`src/rtl/core/lfbl_pkg.sv`:
```
`timescale 1ns / 1ps
// ----------------------------------------------------------------------------
// lfbl_pkg
// Shared types and constants of the LED frame brightness limiter with dither.
// ----------------------------------------------------------------------------
package lfbl_pkg;

   // transaction kinds
   localparam logic [1:0] KIND_TABLE = 2'd0;
   localparam logic [1:0] KIND_PIXEL = 2'd1;
   localparam logic [1:0] KIND_READ  = 2'd2;

   // gamma table channels
   localparam logic [1:0] CH_RED   = 2'd0;
   localparam logic [1:0] CH_GREEN = 2'd1;
   localparam logic [1:0] CH_BLUE  = 2'd2;
   localparam logic [1:0] CH_NONE  = 2'd3;

   localparam int          DEF_MAX_PIXELS = 1024;
   localparam logic [8:0]  MB_RESET       = 9'd256;
   // three channels of full scale 255
   localparam logic [9:0]  LEVEL_FULL     = 10'd765;
   localparam logic [16:0] SCALE_ONE      = 17'd65536;
   localparam int          QUOT_W         = 16;

   // lane control
   typedef struct packed {
      logic clear;
      logic mul_en;
      logic dit_en;
   } lane_ctrl_type;

   // gamma read request
   typedef struct packed {
      logic       en;
      logic [7:0] addr_red;
      logic [7:0] addr_green;
      logic [7:0] addr_blue;
   } gamma_rd_type;

endpackage

```
`src/rtl/core/lfbl_lane.sv`:
```
`timescale 1ns / 1ps
// ----------------------------------------------------------------------------
// lfbl_lane
// One colour lane: scale by the limiting factor, round, error diffusion and
// saturation. Holds the lane's residue.
// ----------------------------------------------------------------------------
module lfbl_lane
   import lfbl_pkg::*;
(
   input  logic          clock,
   input  logic          reset,
   input  lane_ctrl_type ctrl,
   input  logic [15:0]   mapped,
   input  logic [16:0]   scale,
   output logic [7:0]    level
);

   logic [32:0]        prod_ff;
   logic signed [8:0]  residue_ff;
   logic signed [8:0]  residue_in;
   logic [33:0]        psum;
   logic [16:0]        target;
   logic [9:0]         actual;
   logic signed [8:0]  err;
   logic signed [9:0]  acc;
   logic               corr_pos, corr_neg;
   logic signed [10:0] outv;

   // scale product
   always_ff @(posedge clock) begin
      if (ctrl.mul_en) prod_ff <= 33'(mapped) * 33'(scale);
   end

   // rounding and diffusion
   always_comb begin
      psum     = {1'b0, prod_ff} + 34'd32768;
      target   = psum[32:16];
      // half up to integer; error is the low byte taken as signed
      actual   = 10'(target[16:8]) + 10'(target[7]);
      err      = $signed({target[7], target[7:0]});
      acc      = 10'(residue_ff) + 10'(err);
      corr_pos = !acc[9] && (acc >= 10'sd128);
      corr_neg = acc[9] && (acc <= -10'sd128);
      outv     = $signed({1'b0, actual});
      residue_in = residue_ff;
      if (corr_pos) begin
         outv       = outv + 11'sd1;
         residue_in = 9'(acc - 10'sd256);
      end else if (corr_neg) begin
         outv       = outv - 11'sd1;
         residue_in = 9'(acc + 10'sd256);
      end else begin
         residue_in = 9'(acc);
      end
      // saturate to 0..255
      if (outv < 11'sd0)       level = 8'd0;
      else if (outv > 11'sd255) level = 8'd255;
      else                     level = outv[7:0];
   end

   always_ff @(posedge clock) begin
      if (reset || ctrl.clear) residue_ff <= '0;
      else if (ctrl.dit_en)    residue_ff <= residue_in;
   end

endmodule

```
`config.mk`:
```
export PLATFORM = sky130hd
export DESIGN_NAME = lfbl_lane
export DESIGN_NICKNAME = d
export VERILOG_FILES = /design/src/rtl/core/lfbl_pkg.sv /design/src/rtl/core/lfbl_lane.sv
export SDC_FILE = /design/constraint.sdc
export NUM_CORES = 1
export LEC_CHECK = 0
export ABC_CLOCK_PERIOD_IN_PS = 7300
export BUFFER_PORTS_ARGS = -buffer_cell sky130_fd_sc_hd__buf_2
export CAP_MARGIN = 20
export CORE_MARGIN = 2
export CORE_UTILIZATION = 58
export CTS_CLUSTER_DIAMETER = 40
export DETAILED_ROUTE_END_ITERATION = 10
export GPL_TIMING_DRIVEN = 1
export PLACE_DENSITY_LB_ADDON = 0.15
export SLEW_MARGIN = 5
export SYNTH_ARGS = -nofsm -noshare
export SYNTH_HDL_FRONTEND = slang
export SYNTH_SLANG_ARGS = --single-unit
```
`constraint.sdc`:
```
create_clock -name clock -period 7.3 [get_ports clock]
set_clock_uncertainty 0.05 [all_clocks]
set_input_delay 1.095 -clock clock [delete_from_list [all_inputs] [get_ports clock]]
set_output_delay 1.095 -clock clock [all_outputs]
set_load 0.05 [all_outputs]
```
# Word-level counts from Yosys, hierarchy flattened
# Index checks and enable logic that the tools add are counted.
[word_totals]
regBits = 42
wordCells = 24
in_bits = 38
output_inout_bits = 8
[classes]
reduce_logical = 4
magnitude_cmp = 4
muxes = 6
mul = 1
n_addsub = 7
[op_table]
columns = ["operator", "count"]
rows = [
  ["$add 33x16->33 const B", 1],
  ["$mul 16x17->33", 1],
  ["$mux 11", 2],
  ["$mux 9", 2],
  ["$mux 8", 2],
  ["$add 10x1->11 const B", 1],
  ["$gt 11x9->1 const B", 1],
  ["$lt 11x1->1 const B", 1],
  ["$sub 10x1->11 const B", 1],
  ["$add 9x1->10", 1],
  ["$add 9x8->10", 1],
  ["$ge 10x9->1 const B", 1],
  ["$le 10x8->1 const B", 1],
  ["$add 9x9->9 const B", 1],
  ["$sub 9x9->9 const B", 1],
  ["$logic_and 1x1->1", 2],
  ["$logic_not 1->1", 1],
  ["$logic_or 1x1->1", 1],
]

# Depth between registers and ports, before layout
[depth]
ltp_word = 9
depth_mapped = 25
ltp_nobuf = 24

# Worst setup path before layout
# Ideal clock, no wire load.
[synth_path]
kind = "in2reg"
from = "in mapped[9]"
to = "reg prod_ff[32], data pin"
t_required_ns = 6.990
setup_slack_ns = -0.379
cell_stages = 25
arrival_ns = 7.369
path_buffers = 2
setup_time_ns = 0.260
cell_sequence = "clkbuf_1 -> clkbuf_1 -> nand2_1 -> fa_1 -> inv_1 -> fa_1 -> inv_1 -> fa_1 -> inv_1 -> fa_1 -> fa_1 -> inv_1 -> fa_1 -> inv_1 -> ha_1 -> a21oi_1 -> nand2_1 -> a211o_1 -> o21ba_2 -> a311oi_1 -> o31a_1 -> o21ai_0 -> or4_1 -> a31oi_1 -> xnor2_1"
[synth_between]
elab_chain_len = 1
[synth_lines]
columns = ["item", "line", "rtl"]
rows = [
  ["start: declaration", "lfbl_lane.sv:13", "input logic [15:0] mapped,"],
  ["$mul 16x17->33", "lfbl_lane.sv:31", "if (ctrl.mul_en) prod_ff <= 33'(mapped) * 33'(scale);"],
  ["end signal: assignment", "lfbl_lane.sv:31", ""],
  ["end: declaration", "lfbl_lane.sv:18", "logic [32:0] prod_ff;"],
]
# No other way between the ends.
# A chain may end at the register's enable or synchronous reset.

# Worst setup path after layout
[layout_path]
from = "in mapped[4]"
to = "reg prod_ff[32], data pin"
# The elaborated chain is that of the path after synthesis.

==> flow_metrics.env <==
export IMPL_ys_seq_area_frac=0.0651
export IMPL_grt_max_degree=19
export IMPL_core_um2=18700
export IMPL_tightest_slew_ns=0.774
export IMPL_wire_per_inst_um=15.6
export IMPL_drt_pass1_iterations=5
export IMPL_met2WireLength_mm=12.0
export IMPL_postLayoutCellArea_um2=12200
export IMPL_status="finished clean"
export IMPL_antenna_found_initial=0
export IMPL_cpPeakStageDelay_ns=0.59
export IMPL_clock_latency_ns=0.26
export IMPL_clock_sinks=27
export IMPL_finalCriticalPeriod_ns=7.17
export IMPL_synth_common_cells="inv_1 (263), fa_1 (208), nand2_1 (166)"
export IMPL_timing_final_crit_share=0.982
export IMPL_path_cells="buf_2 > buf_4 > and2_1 > fa_1 > inv_1 > fa_2 > fa_2 > fa_1 > inv_1 > fa_1 > inv_1 > fa_1 > inv_1 > ha_2 > a21oi_2 > nand2_1 > a211o_1 > o21ba_4 > a311oi_4 > o31a_1 > o21ai_2 > or4_4 > a31oi_4 > xnor2_1"
export IMPL_arrival_ns=7.13
export IMPL_num_rows=50
export IMPL_portBuffers=45
export IMPL_endpoint_kind="flip-flop"
export IMPL_crit_type="in2reg"
export IMPL_clockBufferDepth=2
export IMPL_avgSynthCellArea_um2=8.80
export IMPL_max_cap_violations=0
export IMPL_ys_async_sr_fraction=0
export IMPL_grt_pass1_vias=8837
export IMPL_drv_slew=0
export IMPL_gr_total_overflow=0
export IMPL_place_area_um2=12000
export IMPL_die_height_um=142
export IMPL_wirelength_mm=24.6
export IMPL_synthTopCellsByArea="fa_1 (38%), ha_1 (13%), inv_1 (8.9%)"
export IMPL_num_vias=8621
export IMPL_antenna_left=0
export IMPL_antenna_cells=0
export IMPL_yosysWarnings=0
export IMPL_route_met3_wl_mm=1.23
export IMPL_area_growth_pct=10.3
export IMPL_cp_slowest_cell="fa_2"
export IMPL_ios=46
export IMPL_synth_distinct_cells=70
export IMPL_multi_input_area_um2=9310
export IMPL_dieArea_um2=20200
export IMPL_hold_violations=0
export IMPL_drive_above_1_share=0.122
export IMPL_drc=0
export IMPL_cp_required_ns=7.26
export IMPL_netlist_area_um2=11100
export IMPL_finish_utilization=0.653
export IMPL_worstPathMaxFanout=8
export IMPL_nets=1705
export IMPL_grt_usage=0.257
export IMPL_htreeDepth=1
export IMPL_synth_top_area_share=0.376
export IMPL_via_per_inst=5.47
export IMPL_syn_num_nets=1621
export IMPL_gp_congestion=0.905
export IMPL_yosysMostFrequentCell="inv_1"
export IMPL_cp_start_kind="input pin"
export IMPL_synth_seq_cells=27
export IMPL_regArea_um2=721
export IMPL_cts_tree="built"
export IMPL_cts_root_buf="clkbuf_16"
export IMPL_initial_core_util=0.592
export IMPL_yosys_most_used_dff="edfxtp_1"
export IMPL_synth_area_leader_cell="fa_1"
export IMPL_drt_met1_wl_mm=11.1
export IMPL_clk_pin_slew_ns=0.07
export IMPL_max_freq_ghz=0.139
export IMPL_grt_first_pass_wirelength_mm=42.4
export IMPL_fp_dieW_um=142
export IMPL_hp_class="reg2reg"
export IMPL_setup_ws_ns=0.130
export IMPL_dpl_worst_slack_ns=-0.237
export IMPL_dp_hpwl_mm=21.6
export IMPL_hold_ws_ns=0.440
export IMPL_n_fill_cell=1615
export IMPL_synth_edff_count=18
export IMPL_routed_top_layer="met4"
export IMPL_first_iter_violations=444
export IMPL_setup_viol=0
export IMPL_synth_cells=1258
export IMPL_relSlewSlack=0.480
export IMPL_cts_buffers_inserted=3
-- repair_timing --
action | in CTS | in global routing
endpoints found under the setup margin | 1 | 3
endpoints found under the hold margin | 0 | 0
gates cloned | 0 | 0
resized for setup | 1 | 28
pin swaps | 0 | 10
hold buffers | 0 | 0
buffers inserted | 0 | 2
-- logic make-up after synthesis --
| kind of cell | share of synthesized area |
|---|---|
| AO/OA/AOI/OAI | 0.0747 |
| multiplexers | 0.00938 |
| buffers and inverters | 0.104 |
| XOR/XNOR | 0.0392 |
| flip-flops | 0.0651 |
| AND/OR/NAND/NOR | 0.199 |
| adder cells (fa/ha/maj) | 0.509 |
-- area by class of cell --
type                    count  area share
inverters                 263      0.0809
well taps                 234      0.0240
multi-input cells         927       0.763
clock buffers               3     0.00615
clock inverters             1    0.000410
flip-flops and latches     27      0.0590
repair buffers            120      0.0668
-- per-stage QoR --
stage / cells / TNS [ns]
after global routing: 1575 / -0.0431
after floorplan: 1258 / 0
final: 1575 / 0
after CTS: 1573 / 0
after detailed placement: 1569 / -0.471
after global placement: 1569 / -0.132
-- final timing paths --
check                startpoint             to  slack (ns)  cells past startpoint
setup / recovery      mapped[4]    prod_ff[32]        0.13                     24
hold / removal    residue_ff[6]  residue_ff[6]        0.44                      2
setup reg to reg    prod_ff[15]  residue_ff[8]        3.56                     14
hold reg to reg   residue_ff[6]  residue_ff[6]        0.44                      2
-- cell usage in the layout (no fill, tap or decap), drive strengths merged, types with 8 or more instances in the layout --
| cell type | netlist | final |
|---|---|---|
| fa | 208 | 208 |
| or2 | 8 | 8 |
| nor2 | 36 | 36 |
| edfxtp | 18 | 18 |
| nand3 | 14 | 14 |
| a211oi | 9 | 9 |
| a31oi | 10 | 10 |
| a21o | 9 | 9 |
| o21ai | 14 | 14 |
| dfxtp | 9 | 9 |
| xor2 | 13 | 13 |
| a21oi | 25 | 25 |
| buf | 2 | 117 |
| inv | 263 | 263 |
| nor3 | 12 | 12 |
| ha | 117 | 117 |
| nand2 | 166 | 166 |
| nor2b | 9 | 9 |
| xnor2 | 34 | 34 |
| and2 | 136 | 136 |
-- flip-flops by register name (all words and copies together) (netlist names) --
name        cells
prod_ff        18
residue_ff      9
-- worst max-delay path, delay by kind of cell --
family | cells | cell delay (ns)
AOI/OAI and AO/OA | 7 | 1.37
xor gates and xnor gates | 1 | 0.08
adders and majority gates | 7 | 3.24
and+or+nand+nor | 3 | 0.81
buffers and inverters | 6 | 0.52
-- per-layer routing --
metal | track usage | vias up
li1 | - | 4080
met1 | 0.378 | 4284
met2 | 0.430 | 236
met3 | 0.0192 | 21
met4 | 0.0379 | 0
met5 | 0 | -
Power is left out: the tool's default activity adds up to more than one toggle a clock period on the data nets, which glitch-free logic cannot reach.
