`src/rtl/core/lfbl_pkg.sv`:
```
`timescale 1ns / 1ps
// ----------------------------------------------------------------------------
// lfbl_pkg
// Shared types and constants of the LED frame brightness limiter with dither.
// ----------------------------------------------------------------------------
package lfbl_pkg;

   // transaction kinds
   localparam logic [1:0] KIND_TABLE = 2'd0;
   localparam logic [1:0] KIND_PIXEL = 2'd1;
   localparam logic [1:0] KIND_READ  = 2'd2;

   // gamma table channels
   localparam logic [1:0] CH_RED   = 2'd0;
   localparam logic [1:0] CH_GREEN = 2'd1;
   localparam logic [1:0] CH_BLUE  = 2'd2;
   localparam logic [1:0] CH_NONE  = 2'd3;

   localparam int          DEF_MAX_PIXELS = 1024;
   localparam logic [8:0]  MB_RESET       = 9'd256;
   // three channels of full scale 255
   localparam logic [9:0]  LEVEL_FULL     = 10'd765;
   localparam logic [16:0] SCALE_ONE      = 17'd65536;
   localparam int          QUOT_W         = 16;

   // lane control
   typedef struct packed {
      logic clear;
      logic mul_en;
      logic dit_en;
   } lane_ctrl_type;

   // gamma read request
   typedef struct packed {
      logic       en;
      logic [7:0] addr_red;
      logic [7:0] addr_green;
      logic [7:0] addr_blue;
   } gamma_rd_type;

endpackage

```
`src/rtl/core/lfbl_divider.sv`:
```
`timescale 1ns / 1ps
// ----------------------------------------------------------------------------
// lfbl_divider
// Restoring divider, one quotient bit a cycle: floor(dividend * 2^16 / divisor)
// for dividend below divisor.
// ----------------------------------------------------------------------------
module lfbl_divider
   import lfbl_pkg::*;
#(
   parameter int SUM_W = 28
) (
   input  logic              clock,
   input  logic              reset,
   input  logic              start,
   input  logic [SUM_W-1:0]  dividend,
   input  logic [SUM_W-1:0]  divisor,
   output logic              done,
   output logic [QUOT_W-1:0] quot
);

   localparam int CW = $clog2(QUOT_W);

   logic [SUM_W:0]    rem_ff;
   logic [SUM_W-1:0]  div_ff;
   logic [QUOT_W-1:0] quot_ff;
   logic [CW-1:0]     cnt_ff;
   logic              busy_ff, done_ff;
   logic [SUM_W:0]    shifted, diff;
   logic              ge;

   // one restoring step
   always_comb begin
      shifted = {rem_ff[SUM_W-1:0], 1'b0};
      ge      = shifted >= {1'b0, div_ff};
      diff    = shifted - {1'b0, div_ff};
   end

   always_ff @(posedge clock) begin
      if (reset) begin
         busy_ff <= 1'b0;
         done_ff <= 1'b0;
         cnt_ff  <= '0;
      end else begin
         done_ff <= 1'b0;
         if (start) begin
            busy_ff <= 1'b1;
            cnt_ff  <= '0;
         end else if (busy_ff) begin
            cnt_ff <= cnt_ff + CW'(1);
            if (cnt_ff == CW'(QUOT_W - 1)) begin
               busy_ff <= 1'b0;
               done_ff <= 1'b1;
            end
         end
      end
   end

   // datapath
   always_ff @(posedge clock) begin
      if (start) begin
         rem_ff <= {1'b0, dividend};
         div_ff <= divisor;
      end else if (busy_ff) begin
         rem_ff  <= ge ? diff : shifted;
         quot_ff <= {quot_ff[QUOT_W-2:0], ge};
      end
   end

   assign done = done_ff;
   assign quot = quot_ff;

endmodule

```
`config.mk`:
```
export PLATFORM = sky130hd
export DESIGN_NAME = lfbl_divider
export DESIGN_NICKNAME = d
export VERILOG_FILES = /design/src/rtl/core/lfbl_pkg.sv /design/src/rtl/core/lfbl_divider.sv
export SDC_FILE = /design/constraint.sdc
export NUM_CORES = 1
export LEC_CHECK = 0
export ABC_AREA = 1
export BUFFER_PORTS_ARGS = -buffer_cell sky130_fd_sc_hd__buf_2
export CAP_MARGIN = 20
export CORE_ASPECT_RATIO = 1.2
export CORE_MARGIN = 5
export CORE_UTILIZATION = 45
export DETAILED_ROUTE_END_ITERATION = 10
export GPL_ROUTABILITY_DRIVEN = 0
export PLACE_DENSITY_LB_ADDON = 0.08
export SYNTH_ARGS = -nofsm -noshare
export SYNTH_HDL_FRONTEND = slang
export SYNTH_SLANG_ARGS = --single-unit
```
`constraint.sdc`:
```
create_clock -name clock -period 2.9 [get_ports clock]
set_input_delay 0.29 -clock clock [delete_from_list [all_inputs] [get_ports clock]]
set_output_delay 0.29 -clock clock [all_outputs]
set_load 0.005 [all_outputs]
```
== Word-level counts from Yosys, hierarchy flattened ==
Cells that the tools add are included.
W data, S select, Z words.
Operators by class
  reductions and logical operators: 4
  order comparisons: 1
  $add $sub $neg: 2
  mux-type cells: 7
  eq/ne operators: 1
  bitwise logic cells: 2
Operators by type and width (count)
  $mux W28: 3
  $ge A29 B28 Y1: 1
  $sub A28 B28 Y28: 1
  $add A4 B1 Y4 const B: 1
  $eq A4 B4 Y1 const B: 1
  $mux W1: 4
  $reduce_or A3 Y1: 1
  $not A1 Y1: 2
  $reduce_and A2 Y1: 1
  $reduce_bool A2 Y1: 1
  $reduce_or A2 Y1: 1
Word-level totals
  register bits: 78
  input bits: 59

== Depth between registers and ports, before layout ==
  depth in word-level cells: 4
  depth in mapped cells: 17
  gate-level depth less buffers: 16

== Least setup slack after synthesis ==
Ideal clock, no wire load.
  kind: register -> register
  from: register rem_ff[18]
  to: register rem_ff[26], data pin
  setup time: 252 ps
  path slack: 814 ps
  data required time: 2648 ps
  arrival time: 1834 ps
  buffers on the path: 1
  cell stages (with the launch flop): 13
  clock period less this slack: 2086 ps
  cells stage by stage: edfxtp_1 -> ha_1 -> nand2_2 -> inv_1 -> a21oi_1 -> nand2_1 -> a21oi_2 -> nand3_4 -> buf_6 -> nor2_2 -> nor2_2 -> nand2_1 -> nand2_1
On the way
  longest elaborated chain between the ends: 4
Ends and longest elaborated chain
  start, declared: RTL line lfbl_divider.sv:23  | logic [SUM_W:0] rem_ff;
  start signal, assigned: RTL line lfbl_divider.sv:61  | rem_ff <= {1'b0, dividend};
  start signal, assigned: RTL line lfbl_divider.sv:64  | rem_ff <= ge ? diff : shifted;
  $sub A28 B28 Y28 or $ge A29 B28 Y1 (tied branches): RTL line lfbl_divider.sv:35, lfbl_divider.sv:34
  $mux W28 (*): RTL line lfbl_divider.sv:64
  $mux W28 (*): RTL line lfbl_divider.sv:63  | end else if (busy_ff) begin
  $mux W28 (*): RTL line lfbl_divider.sv:60  | if (start) begin
Mark *: on every way between the ends. The rest lies on a longest branch, timed or not. The select of a mux whose other input is x is not followed.
A chain may end at the register's enable or synchronous reset.

== Final worst setup path ==
  from: register rem_ff[22]
  to: register rem_ff[14], data pin
On the way
  longest elaborated chain between the ends: 4
Ends and longest elaborated chain
  $ge A29 B28 Y1: RTL line lfbl_divider.sv:34  | ge = shifted >= {1'b0, div_ff};
  $mux W28: RTL line lfbl_divider.sv:64
  $mux W28: RTL line lfbl_divider.sv:63
  $mux W28: RTL line lfbl_divider.sv:60
Every way passes these cells. The select of a mux whose other input is x is not followed.

==> flow_summary.yaml <==
timing:
  achievable-frequency_ghz: 0.407
  setup_repair_after_global_routing_missed_its_margin: "false"
  slew-limit-headroom_pct: 47.3
  timing.final.hold_violations: 0
  fin_setup_tns_ps: 0
  maxSlewViolCount: 0
  min_period_over_period_pct: 84.8
  worst_slew_pin_slew_ps: 790
  timing.final.crit_period_ps: 2460
  timing.hold.ws_ps: 125
  finalSetupViolations: 0
  worst_clock_skew_ps: 6.14
cts:
  cts.path.max_buffers: 2
  postCtsResizedCells: 0
  post-cts-setup-buffer-count: 0
  cts_tree: "yes"
  cts_root_buf: "sky130_fd_sc_hd__clkbuf_16"
  tritoncts.num_buffers: 9
  clkSinkCount: 78
  cts_hold_repair.buffers: 0
  htree_levels: 3
  clock_latency_ps: 340
  clkTransAtPathRegs_ps: 60
yosys:
  post_synth_instance_area_sq_um: 5350
  synth.net_count: 794
  post_synth_inst_count: 705
  ffs_latches_synth: 78
  synth.avg_cell_area_sq_um: 7.59
  ys_seq_area_share_pct: 42.7
  yosysWarnings: 0
  synthDistinctLibCells: 36
die:
  placementRows: 43
  design.portCount: 76
  start_util_pct: 46.0
  floorplan_die_area_sq_um: 14200
  dieWidth_um: 110
  design.core.area_sq_um: 11600
  die_h_um: 129
setup_path:
  worstPathCellList: "ha_1 > nand2_1 > inv_1 > nand2_1 > nand2_1 > nand2_1 > nand2_1 > a21oi_1 > nand3b_1 > nand3_1 > nand2_1"
  reg2reg_to: "rem_ff[14]"
  crit_start: "rem_ff[22]"
  timing.critical_path.depth: 11
  critical_path.endpoint_type: "register"
  timing.critical_path.fanout_max: 6
  path_buf_inv: 1
  rrSetupSlack_ps: 440
  timing.reg2reg.worst_path_depth: 11
  timing.critical_path.mode_cell: "sky130_fd_sc_hd__nand2_1"
  critical_path_required_ps: 2970
  cpMaxStageDelayCell: "sky130_fd_sc_hd__a21oi_1"
  largest_stage_delay_on_the_critical_path_ps: 460
  reg2reg_from: "rem_ff[22]"
  cell_family_with_the_largest_share_of_critical_path_delay: "simple AND/OR/NAND/NOR gates"
  worst-endpoint-arrival_ps: 2530
  worst_setup_path_start_kind: "register"
  path_class: "reg2reg"
routing:
  ant_nets: 0
  postRouteWirelength_mm: 13.2
  wl_per_cell_um: 13.9
  drt-pass1-iter-count: 5
  first_iter_violations: 214
  avgViaCountPerCell: 4.96
  num_vias: 4700
  remaining_drc_errors: 0
pwr:
  leakage_uw: 0.00308
  powerDensity_nw_per_um2: 712
  switching_share_pct: 36.8
  power.share.clock_pct: 27.1
  power_switching_uw: 1630
  cell_internal_pwr_uw: 2790
  worst_ir_drop_vdd_v: 0.000371
  comb_power_share_pct: 39.2
  pwr-share-seq_pct: 33.6
layout:
  final_net_count: 875
  layout.filler_cells: 1180
  area_delta_synth_final_pct: 16.0
  final_util_pct: 53.4
  post_route_cells_drive_above_1_share_pct: 17.6
  antenna_cells_inserted: 0
hold_path:
  number_of_cells_on_the_worst_hold_path: 1
  holdPathEnd: "div_ff[23]"
  worstHoldPathType: "in2reg"
  hold_start: "divisor[23]"
outcome:
  status: "completed"
global_route:
  first_global_vias: 4504
  grt_util_all_layers_pct: 19.2
  number_of_antenna_violations_at_the_first_check_in_global_routing: 0
  grt_max_degree: 75
  grt_first_pass_wirelength_mm: 21.2
  global_route.overflow_total: 0
place:
  io_buffers: 75
  detailedPlacementHpwl_mm: 10.3
run:
  cap_violations: 0
-- placed cells by master, fill, tap and decap left out --
cell	count
sky130_fd_sc_hd__clkinvlp_4	2
sky130_fd_sc_hd__buf_4	4
sky130_fd_sc_hd__nor2_1	59
sky130_fd_sc_hd__ha_1	29
sky130_fd_sc_hd__nand3b_1	5
sky130_fd_sc_hd__nor3b_1	1
sky130_fd_sc_hd__nand3_2	1
sky130_fd_sc_hd__nand3_1	47
sky130_fd_sc_hd__nand2_1	246
sky130_fd_sc_hd__nor3_2	3
sky130_fd_sc_hd__nor2_2	23
sky130_fd_sc_hd__clkbuf_16	9
sky130_fd_sc_hd__or2_2	3
sky130_fd_sc_hd__buf_2	75
sky130_fd_sc_hd__dfxtp_1	6
sky130_fd_sc_hd__clkinv_4	1
sky130_fd_sc_hd__nor3_1	4
sky130_fd_sc_hd__clkbuf_1	2
sky130_fd_sc_hd__clkinv_1	1
sky130_fd_sc_hd__bufinv_16	2
sky130_fd_sc_hd__edfxtp_1	72
sky130_fd_sc_hd__xnor2_1	12
sky130_fd_sc_hd__and3_1	1
sky130_fd_sc_hd__o21ai_1	8
sky130_fd_sc_hd__inv_1	110
sky130_fd_sc_hd__a21o_1	1
sky130_fd_sc_hd__a21oi_2	1
sky130_fd_sc_hd__buf_12	2
sky130_fd_sc_hd__xor2_1	1
sky130_fd_sc_hd__a21oi_1	24
sky130_fd_sc_hd__o21ai_0	6
sky130_fd_sc_hd__o21bai_1	2
sky130_fd_sc_hd__nand4_1	12
sky130_fd_sc_hd__nor4_1	1
sky130_fd_sc_hd__inv_2	5
sky130_fd_sc_hd__nand3_4	2
sky130_fd_sc_hd__nand2_2	6
sky130_fd_sc_hd__fa_1	1
sky130_fd_sc_hd__or2_1	1
-- per-stage QoR --
step	power (uW)	instance area, sq um	cells	setup WS (ps)
floorplan	2840	5350	705	814
global placement	3210	5890	932	504
detailed placement	3230	5890	932	503
CTS	4460	6210	948	456
global route	4740	6210	948	308
finish	4420	6210	948	441
-- state kept, by name, indices dropped and copies added (netlist names) --
name,cells
quot,16
done,1
div_ff,28
busy_ff,1
cnt_ff,4
rem_ff,28
-- worst max path at each step --
stage	endpoint	slack [ps]
6_report	rem_ff[14]	440
3_5_place_dp	rem_ff[14]	500
3_3_place_gp	rem_ff[14]	500
2_1_floorplan	rem_ff[26]	810
5_1_grt	rem_ff[18]	310
4_1_cts	rem_ff[14]	460
-- power groups by stage --
stage	logic (uW)	registers [uW]	clock network, uW
after global routing	1960	1500	1280
after CTS	1740	1490	1240
final	1730	1490	1200
after floorplan	1350	1490	0
after global placement	1710	1500	0
after detailed placement	1720	1510	0
-- synth_stat cells --
master	count	area share, %
sky130_fd_sc_hd__a21o_1	1	0.14
sky130_fd_sc_hd__buf_6	4	0.84
sky130_fd_sc_hd__nand3_2	1	0.19
sky130_fd_sc_hd__buf_12	1	0.37
sky130_fd_sc_hd__nand2_1	246	17
sky130_fd_sc_hd__o21ai_0	6	0.56
sky130_fd_sc_hd__a21oi_1	24	2.2
sky130_fd_sc_hd__nor2_2	23	2.7
sky130_fd_sc_hd__a21oi_2	1	0.16
sky130_fd_sc_hd__or2_1	1	0.12
sky130_fd_sc_hd__inv_1	110	7.7
sky130_fd_sc_hd__nand3b_1	5	0.70
sky130_fd_sc_hd__o21bai_1	2	0.28
sky130_fd_sc_hd__o21ai_1	8	0.75
sky130_fd_sc_hd__dfxtp_1	6	2.2
sky130_fd_sc_hd__buf_2	1	0.093
sky130_fd_sc_hd__clkbuf_1	4	0.28
sky130_fd_sc_hd__and3_1	1	0.12
sky130_fd_sc_hd__nor3_2	3	0.56
sky130_fd_sc_hd__nand3_1	47	4.4
sky130_fd_sc_hd__buf_8	1	0.28
sky130_fd_sc_hd__or2_2	3	0.35
sky130_fd_sc_hd__nor3b_1	1	0.14
sky130_fd_sc_hd__edfxtp_1	72	40
sky130_fd_sc_hd__nor3_1	4	0.37
sky130_fd_sc_hd__nor2_1	59	4.1
sky130_fd_sc_hd__fa_1	1	0.37
sky130_fd_sc_hd__nand2_2	6	0.70
sky130_fd_sc_hd__nand3_4	2	0.65
sky130_fd_sc_hd__nand4_1	12	1.4
sky130_fd_sc_hd__nor4_1	1	0.12
sky130_fd_sc_hd__clkinv_1	1	0.070
sky130_fd_sc_hd__xor2_1	1	0.16
sky130_fd_sc_hd__xnor2_1	12	2.0
sky130_fd_sc_hd__inv_2	5	0.35
sky130_fd_sc_hd__ha_1	29	6.8
-- cell families (layout without fill, tap and decap cells) --
kind of cell | after synthesis | after routing | share of synthesized area, %
AO/OA/AOI/OAI | 42 | 42 | 4.14
XOR/XNOR | 13 | 13 | 2.13
adder cells (fa/ha/maj) | 30 | 30 | 7.16
buffers and inverters | 127 | 213 | 10.0
flip-flops | 78 | 78 | 42.7
AND/OR/NAND/NOR | 415 | 415 | 33.9
-- area by class of cell --
class | count | area, sq um | area share, %
multi-input combinational | 500 | 2530 | 40.8
sequential | 78 | 2280 | 36.8
timing repair buffer | 81 | 445 | 7.17
inverter | 116 | 435 | 7.01
clock buffer | 11 | 233 | 3.75
tap | 157 | 196 | 3.16
clock inverter | 5 | 83.8 | 1.35
-- metal layers --
| layer | vias up | part of all wire [%] | global-route usage, % |
|---|---|---|---|
| met5 | - | 0 | 0 |
| li1 | 2400 | - | - |
| met4 | 0 | 3.1 | 7.63 |
| met3 | 25 | 5.2 | 3.44 |
| met1 | 2142 | 41 | 23.4 |
| met2 | 133 | 50 | 33.6 |
No activity file was read; power rests on OpenSTA's default activity.
